$ cat src/rtl/core/assert_macros.svh
// assert_macros.svh: concurrent assertion macros for the svpwm compare block
// depends on nothing; included by the modules that carry assertions
`ifndef ASSERT_MACROS_SVH
`define ASSERT_MACROS_SVH

`ifndef SYNTHESIS

// property must hold at every clock outside reset
`define FVS_ASSERT(lbl, clk, rstn, prop, msg) \
    lbl: assert property (@(posedge clk) disable iff (!rstn) prop) else $error(msg);

// expression must never be true outside reset
`define FVS_NEVER(lbl, clk, rstn, expr, msg) \
    lbl: assert property (@(posedge clk) disable iff (!rstn) !(expr)) else $error(msg);

`else

`define FVS_ASSERT(lbl, clk, rstn, prop, msg)
`define FVS_NEVER(lbl, clk, rstn, expr, msg)

`endif

`endif

$ cat src/rtl/core/fvs_pkg.sv
// fvs_pkg: constants, widths and types shared by the svpwm compare pipeline
// no dependencies
package fvs_pkg;

    // field formats
    localparam int ANGLE_BITS = 16;
    localparam int VOLT_BITS  = 16;

    // quarter sine polynomial coefficients, q15
    localparam logic [15:0] SIN_A   = 16'd51472;
    localparam logic [14:0] SIN_B   = 15'd21024;
    localparam logic [11:0] SIN_C   = 12'd2320;
    localparam logic [15:0] Q15_ONE = 16'd32768;
    localparam logic [14:0] Q15_MAX = 15'h7fff;

    // sqrt(3)/2 in q15
    localparam logic signed [15:0] HALF_SQRT3_Q15 = 16'sd28378;

    // datapath widths
    localparam int PH_W  = 48;  // phase voltage, scale 2^30
    localparam int MX_W  = 51;  // injected phase voltage, scale 2^31
    localparam int M_W   = 35;  // injected voltage, scale 2^15
    localparam int P_W   = 52;  // m * period
    localparam int SUM_W = 53;  // numerator before the 2^15 shift
    localparam int NUM_W = 38;  // numerator over 2^16
    localparam int QUO_W = 16;  // compare quotient

    // pipeline depths
    localparam int SC_STAGES  = 5;
    localparam int PC_STAGES  = 6;
    localparam int DIV_STAGES = 8;
    localparam int CMP_STAGES = DIV_STAGES + 3;

    // configuration register indexes
    localparam int          CFG_IDX_W       = 2;
    localparam logic [1:0]  REG_BUS_VOLTAGE = 2'd0;
    localparam logic [1:0]  REG_PWM_PERIOD  = 2'd1;

    localparam logic [14:0] BUS_RESET    = 15'd16384;
    localparam logic [15:0] PERIOD_RESET = 16'd4096;

    typedef logic signed [M_W-1:0] t_mval;

endpackage

$ cat src/rtl/core/fvs_sincos.sv
// fvs_sincos: angle decode and quarter sine polynomial, five register stages
// depends on fvs_pkg
module fvs_sincos (
    input  logic               i_clk,
    input  logic               i_rst_n,
    input  logic               i_valid,
    output logic               o_ready,
    input  logic               i_ready,
    output logic               o_valid,
    input  logic signed [15:0] i_volt_direct,
    input  logic signed [15:0] i_volt_quadrature,
    input  logic [15:0]        i_rotor_angle,
    output logic signed [15:0] o_sin,
    output logic signed [15:0] o_cos,
    output logic signed [15:0] o_volt_direct,
    output logic signed [15:0] o_volt_quadrature
);
    import fvs_pkg::*;

    logic [SC_STAGES-1:0] r_v;
    logic [SC_STAGES-1:0] n_en;

    logic [ANGLE_BITS-1:0]  n_ang;
    logic [ANGLE_BITS+12:0] n_zwide;
    logic [14:0]            n_z;
    logic signed [15:0]     n_vd;
    logic signed [15:0]     n_vq;

    logic [1:0]         r_quad [SC_STAGES-1];
    logic signed [15:0] r_vd   [SC_STAGES];
    logic signed [15:0] r_vq   [SC_STAGES];

    logic [15:0] r_zz0 [2];
    logic [15:0] r_zz1 [2];
    logic [15:0] r_z2_1 [2];
    logic [15:0] r_zz2 [2];
    logic [15:0] r_z2_2 [2];
    logic [14:0] r_t1_2 [2];
    logic [15:0] r_zz3 [2];
    logic [15:0] r_t2_3 [2];
    logic signed [15:0] r_sin;
    logic signed [15:0] r_cos;

    logic [31:0] n_p1 [2];
    logic [26:0] n_p2 [2];
    logic [29:0] n_p3 [2];
    logic [30:0] n_p4 [2];
    logic [14:0] n_mag [2];
    logic [14:0] n_sin_mag;
    logic [14:0] n_cos_mag;

    // stall chain: a stage moves when it is empty or the next one moves
    always_comb begin
        n_en[SC_STAGES-1] = !r_v[SC_STAGES-1] || i_ready;
        for (int k = SC_STAGES - 2; k >= 0; k--) begin
            n_en[k] = !r_v[k] || n_en[k+1];
        end
    end

    assign o_ready = n_en[0];
    assign o_valid = r_v[SC_STAGES-1];

    always_ff @(posedge i_clk) begin
        if (!i_rst_n) begin
            r_v <= '0;
        end else begin
            if (n_en[0]) begin
                r_v[0] <= i_valid;
            end
            for (int k = 1; k < SC_STAGES; k++) begin
                if (n_en[k]) begin
                    r_v[k] <= r_v[k-1];
                end
            end
        end
    end

    // angle reduced to the turn
    if (ANGLE_BITS >= 16) begin : g_ang_wide
        assign n_ang = ANGLE_BITS'(i_rotor_angle);
    end else begin : g_ang_narrow
        assign n_ang = i_rotor_angle[ANGLE_BITS-1:0];
    end

    // voltage commands read at the configured width
    if (VOLT_BITS < 16) begin : g_volt_narrow
        assign n_vd = 16'(signed'(i_volt_direct[VOLT_BITS-1:0]));
        assign n_vq = 16'(signed'(i_volt_quadrature[VOLT_BITS-1:0]));
    end else begin : g_volt_full
        assign n_vd = i_volt_direct;
        assign n_vq = i_volt_quadrature;
    end

    // quadrant fraction scaled to q15
    assign n_zwide = {n_ang[ANGLE_BITS-3:0], 15'b0} >> (ANGLE_BITS - 2);
    assign n_z     = n_zwide[14:0];

    // polynomial products, lane 0 on z and lane 1 on the complement
    always_comb begin
        for (int l = 0; l < 2; l++) begin
            n_p1[l] = 32'(r_zz0[l]) * 32'(r_zz0[l]);
            n_p2[l] = 27'(SIN_C) * 27'(r_z2_1[l]);
            n_p3[l] = 30'(r_t1_2[l]) * 30'(r_z2_2[l]);
            n_p4[l] = 31'(r_t2_3[l]) * 31'(r_zz3[l]);
            n_mag[l] = n_p4[l][30] ? Q15_MAX : n_p4[l][29:15];
        end
    end

    // odd quadrants mirror the quarter wave
    assign n_sin_mag = r_quad[SC_STAGES-2][0] ? n_mag[1] : n_mag[0];
    assign n_cos_mag = r_quad[SC_STAGES-2][0] ? n_mag[0] : n_mag[1];

    always_ff @(posedge i_clk) begin
        // decode
        if (n_en[0]) begin
            r_quad[0] <= n_ang[ANGLE_BITS-1 -: 2];
            r_vd[0]   <= n_vd;
            r_vq[0]   <= n_vq;
            r_zz0[0]  <= {1'b0, n_z};
            r_zz0[1]  <= Q15_ONE - {1'b0, n_z};
        end
        // z squared
        if (n_en[1]) begin
            for (int l = 0; l < 2; l++) begin
                r_z2_1[l] <= n_p1[l][30:15];
                r_zz1[l]  <= r_zz0[l];
            end
        end
        // inner term
        if (n_en[2]) begin
            for (int l = 0; l < 2; l++) begin
                r_t1_2[l] <= SIN_B - {3'b0, n_p2[l][26:15]};
                r_z2_2[l] <= r_z2_1[l];
                r_zz2[l]  <= r_zz1[l];
            end
        end
        // middle term
        if (n_en[3]) begin
            for (int l = 0; l < 2; l++) begin
                r_t2_3[l] <= SIN_A - {1'b0, n_p3[l][29:15]};
                r_zz3[l]  <= r_zz2[l];
            end
        end
        // final product, clamp and sign
        if (n_en[4]) begin
            r_sin <= r_quad[3][1] ? -signed'({1'b0, n_sin_mag})
                                  : signed'({1'b0, n_sin_mag});
            r_cos <= (r_quad[3][1] ^ r_quad[3][0]) ? -signed'({1'b0, n_cos_mag})
                                                   : signed'({1'b0, n_cos_mag});
        end
        for (int k = 1; k < SC_STAGES; k++) begin
            if (n_en[k]) begin
                r_vd[k] <= r_vd[k-1];
                r_vq[k] <= r_vq[k-1];
            end
        end
        for (int k = 1; k < SC_STAGES - 1; k++) begin
            if (n_en[k]) begin
                r_quad[k] <= r_quad[k-1];
            end
        end
    end

    assign o_sin             = r_sin;
    assign o_cos             = r_cos;
    assign o_volt_direct     = r_vd[SC_STAGES-1];
    assign o_volt_quadrature = r_vq[SC_STAGES-1];

endmodule

$ cat config.mk
export PLATFORM = sky130hd
export DESIGN_NAME = fvs_sincos
export DESIGN_NICKNAME = d
export VERILOG_FILES = /design/src/rtl/core/assert_macros.svh /design/src/rtl/core/fvs_pkg.sv /design/src/rtl/core/fvs_sincos.sv
export SDC_FILE = /design/constraint.sdc
export NUM_CORES = 2
export LEC_CHECK = 0
export BUFFER_PORTS_ARGS = -buffer_cell sky130_fd_sc_hd__buf_2
export CAP_MARGIN = 25
export CORE_ASPECT_RATIO = 0.8
export CORE_MARGIN = 2
export CORE_UTILIZATION = 53
export DETAILED_ROUTE_END_ITERATION = 6
export MAX_ROUTING_LAYER = met4
export PLACE_DENSITY = 0.69
export SETUP_SLACK_MARGIN = 0.3
export SLEW_MARGIN = 20
export SYNTH_ARGS = -nofsm -noshare
export SYNTH_HDL_FRONTEND = slang
export SYNTH_SLANG_ARGS = --single-unit
$ cat constraint.sdc
create_clock -name i_clk -period 16.6 [get_ports i_clk]
set_input_delay 3.32 -clock i_clk [delete_from_list [all_inputs] [get_ports i_clk]]
set_output_delay 3.32 -clock i_clk [all_outputs]
set_load 0.1 [all_outputs]
## Yosys cells after proc, flatten, opt, wreduce, memory -nomap -nowiden

Memories as Yosys holds them, arrays and structs flattened.
Index checks and enable logic that the tools add are counted.

| word-level totals | value |
|---|---|
| input port bits | 52 |
| ROM bits | 0 |
| memories | 11 |
| logic and storage cells | 62 |
| bits in registers | 37 |
| RAM bits | 422 |
| output and inout port bits | 66 |
| bits in latches | 0 |

| operators by class | value |
|---|---|
| reduce and logical (&&, ||, !) cells | 10 |
| shift operators | 0 |
| bitwise operators | 1 |
| $mul | 8 |
| $add $sub $neg | 7 |
| divide/modulo/power cells | 0 |
| magnitude comparators | 0 |
| mux-type cells | 16 |
| eq/ne operators | 0 |

Memories:

| name | words | width | read ports | clocked after Yosys merged registers in | wr ports | RTL line | source |
|---|---|---|---|---|---|---|---|
| r_vd | 5 | 16 | 5 | 0 | 5 | fvs_sincos.sv:30 | `logic signed [15:0] r_vd [SC_STAGES];` |
| r_vq | 5 | 16 | 5 | 0 | 5 | fvs_sincos.sv:31 | `logic signed [15:0] r_vq [SC_STAGES];` |
| r_t2_3 | 2 | 16 | 2 | 0 | 2 | fvs_sincos.sv:40 | `logic [15:0] r_t2_3 [2];` |
| r_z2_1 | 2 | 16 | 2 | 0 | 2 | fvs_sincos.sv:35 | `logic [15:0] r_z2_1 [2];` |
| r_z2_2 | 2 | 16 | 2 | 0 | 2 | fvs_sincos.sv:37 | `logic [15:0] r_z2_2 [2];` |
| r_zz0 | 2 | 16 | 2 | 0 | 2 | fvs_sincos.sv:33 | `logic [15:0] r_zz0 [2];` |
| +5 memories | -- | -- | -- | -- | -- | -- |  |

Operator list:

| cell | count |
|---|---|
| $mul 16x16->31 | 4 |
| $mux 15 | 6 |
| $mul 15x16->30 | 2 |
| $sub 16x15->16 const A | 3 |
| $mul 8x16->23 const A | 2 |
| $neg 15->16 | 2 |
| $sub 15x12->15 const A | 2 |
| $mux 1 | 10 |
| $logic_not 1->1 | 5 |
| $logic_or 1x1->1 | 5 |
| $xor 1x1->1 | 1 |

## Longest topological paths before layout

| depth | value |
|---|---|
| word-level depth | 8 |
| gate-level depth with buffers | 30 |
| depth with buffers taken out | 28 |

## Worst setup path after synthesis

No wires, ideal clock.

| path | value |
|---|---|
| path type | in2out |
| from | input i_ready |
| to | output o_ready |
| required time | 13.280 ns |
| stages on the path | 3 |
| data arrival time | 5.909 ns |
| slack | 7.371 ns |
| cell sequence | nor2b_1 > and3_1 > nand3_1 |

| on the way | value |
|---|---|
| cells in the longest elaborated chain, start to end | 5 |

RTL lines:

| item | RTL line | source |
|---|---|---|
| start, declared | fvs_sincos.sv:8 | `input logic i_ready,` |
| $logic_or 1x1->1 | fvs_sincos.sv:54 | `n_en[SC_STAGES-1] = !r_v[SC_STAGES-1] \|\| i_ready;` |
| $logic_or 1x1->1 (4 in series) | fvs_sincos.sv:56 | `n_en[k] = !r_v[k] \|\| n_en[k+1];` |
| end, declared | fvs_sincos.sv:7 | `output logic o_ready,` |

No other way between the ends.

==> qor.yml <==
clock_tree:
  clk_pin_slew_worst_paths_ns: 0.07
  clk_path_buf_depth: 3
  cts_tree: "built"
  insertion_delay_ns: 0.65
  cts_root_buffer: "clkbuf_16"
  clock-sinks: 439
  numCtsBuffers: 49
  post_cts_resized: 0
  postCtsSetupBuffers: 0
  htreeDepth: 2
  postCtsHoldBufs: 0
logic_synthesis:
  synthAdderAreaFrac: 0.470
  synthXorXnorAreaFrac: 0.0303
  synth_mux_area_frac: 0.00219
  synthesis.area_um2: 59400
  synthSimpleGateAreaFrac: 0.129
  synth.yosys.warnings: 0
  synth-edff-count: 434
  avgSynthCellArea_um2: 10.3
  yosysUniqueCellTypes: 97
  synth_nets: 7483
  async_flop_share: 0
  ys_ff_latch: 439
  synth_cells: 5766
  yosysSeqAreaShare: 0.221
  synth_top_family_by_area: "adder cells"
  yosys_most_used_dff: "edfxtp_1"
  synth_compound_area_frac: 0.0491
timing:
  holdWs_ns: 0.367
  max_freq_mhz: 123
  finalHoldViolCount: 0
  maxSlewHeadroom: 0.379
  finalMaxSlewViolations: 0
  fin_crit_ns: 8.12
  tightest_slew_ns: 0.932
  rsz0062_at_grt: "false"
  finalClockSkew_ns: 0.0627
  setup_viol: 0
  min_period_over_period: 0.489
  finalSetupTns_ns: 0
hold_path:
  hold-path-cell-count: 0
  hp-class: "reg -> reg"
worst_setup_path:
  cp-endpoint: "r_t2_3[0][14]"
  crit_arrival_ns: 8.50
  cpPeakStageDelay_ns: 0.74
  r2r-start: "r_t1_2[0][6]"
  path_buf_inv: 5
  cp-startpoint: "r_t1_2[0][6]"
  critPathMostFrequentCell: "fa_1"
  worstSetupPathType: "reg -> reg"
  r2r_cells: 27
  r2r_end: "r_t2_3[0][14]"
  cpLargestDelayFamily: "adder cells"
  cp_num_cells: 27
  r2r_setup_slack_ns: 8.48
  crit_fanout: 16
  cp-end-kind: "register"
  critPathLaunchType: "register"
  critPathSlowestCell: "edfxtp_1"
  required_ns: 16.98
routing:
  drtIter0Drc: 2399
  ant_nets: 0
  wirelength_um: 121000
  wl_per_cell_um: 16.7
  via_count: 38200
  drc: 0
  drt_first_pass_iters: 7
  viasPerCell: 5.25
floorplanning:
  core_um2: 111000
  ioPinCount: 118
  die_x_um: 378
  die-area_um2: 115000
  row_count: 109
  start_util: 0.536
  die_h_um: 303
cells_and_area:
  fin_util: 0.566
  drive_gt1_frac: 0.0436
  fin_nets: 7454
  nFillCells: 9420
  layout_common_cells: "1,304 x inv_1, 945 x fa_1, 720 x ha_1"
  fin_area_um2: 62700
  layout_commonest_cell: "inv_1"
  syn2layout_area_growth_pct: 5.55
global_routing:
  track_usage: 0.230
  antenna_found_initial: 4
  grt_pass1_vias: 40300
  grt_max_degree: 66
  grt_first_pass_wirelength_um: 207000
  grt_overflow: 0
placed_design:
  port_buffers: 117
  dpl.hpwl_um: 97700
  place_congestion: 0.900
  dpl_cell_area_um2: 61000
status:
  status: "complete, no violations"
job:
  maxCapViolations: 0
cell usage after synthesis, drive strengths merged, types with 10 or more instances:
library cell,instances,area (µm²)
o31ai,13,103
nor2b,25,156
or3,16,106
o21ai,61,309
xnor2,130,1160
a31oi,23,165
o21bai,12,90.1
nand4,16,100
o22ai,16,114
a21oi,108,544
clkbuf,167,627
inv,1306,4900
ha,720,9010
o21a,20,150
buf,39,283
xor2,73,639
o31a,10,87.6
or2,14,87.6
and2,530,3320
fa,945,18900
nor4,20,131
nand3,39,195
nand2,623,2350
a21o,32,240
o211ai,16,125
nand2b,18,113
a211oi,17,133
nor3,44,220
edfxtp,434,13000
and3,21,131
nor2,105,394
stage by stage:
step	setup WS [ns]	std cells
after detailed placement	8.57	7184
final	8.48	7278
after floorplan	7.37	5766
after global routing	7.91	7278
after global placement	8.68	7183
after CTS	8.53	7275
flip-flops by register name (all words and copies together) (netlist names):
register and cells:
o_sin 16, r_zz2 28, r_z2_1 32, r_quad 8
r_vq 80, r_t1_2 26, r_v 5, r_t2_3 32
r_vd 80, r_zz3 28, r_zz0 28, r_zz1 28
o_cos 16, r_z2_2 32
cell families after synthesis:
family,after synthesis
AO/OA/AOI/OAI,422
XOR/XNOR,203
adder cells (fa/ha/maj),1665
buffers and inverters,1513
flip-flops,439
multiplexers,11
AND/OR/NAND/NOR,1513
metal layers:
| layer | vias to the layer above | part of all wire | GRT usage |
|---|---|---|---|
| met5 | - | 0 | - |
| met2 | 959 | 0.45 | 0.351 |
| met4 | 0 | 0.017 | 0.0451 |
| met3 | 126 | 0.057 | 0.0268 |
| met1 | 19200 | 0.48 | 0.335 |
| li1 | 18000 | - | - |
worst reg2reg max path: stages, from the launching register on:
cell	delay (ns)
edfxtp_1	0.74
nand2_1	0.17
fa_1	0.56
inv_1	0.05
fa_1	0.51
inv_1	0.06
fa_1	0.52
inv_1	0.05
fa_1	0.39
fa_1	0.51
inv_1	0.05
fa_1	0.47
inv_1	0.04
ha_1	0.32
a21oi_1	0.15
o21ai_0	0.17
or2_2	0.35
a221oi_1	0.46
xnor2_1	0.26
ha_1	0.28
nand4_1	0.14
nand3_1	0.31
a21boi_1	0.35
a22oi_1	0.19
o211ai_2	0.25
a31oi_1	0.12
a211oi_1	0.29
xnor2_1	0.09
layout make-up:
type | instances | area, µm² | share of cell area
Multi-Input combinational cell | 3814 | 40500 | 0.646
Sequential cell | 439 | 13100 | 0.210
Inverter | 1307 | 4910 | 0.0783
Tap cell | 1498 | 1870 | 0.0299
Clock buffer | 56 | 1250 | 0.0200
Timing Repair Buffer | 126 | 673 | 0.0107
Clock inverter | 35 | 369 | 0.00589
Antenna cell | 3 | 7.51 | 0.000120
how the worst min path moves through the flow:
stage	startpoint	to	slack, ns
3_3_place_gp	r_vq[0][8]	r_vq[0][24]	0.40
3_5_place_dp	r_vd[0][9]	r_vd[0][25]	0.40
5_1_grt	r_zz2[0][26]	r_zz3[0][26]	0.38
2_1_floorplan	r_quad[0][0]	r_quad[1][0]	0.40
6_report	r_zz2[0][26]	r_zz3[0][26]	0.37
4_1_cts	r_zz2[0][26]	r_zz3[0][26]	0.35
Power is not shown: default switching activity piles up to over one toggle a cycle in this logic, so the estimate is an artifact.
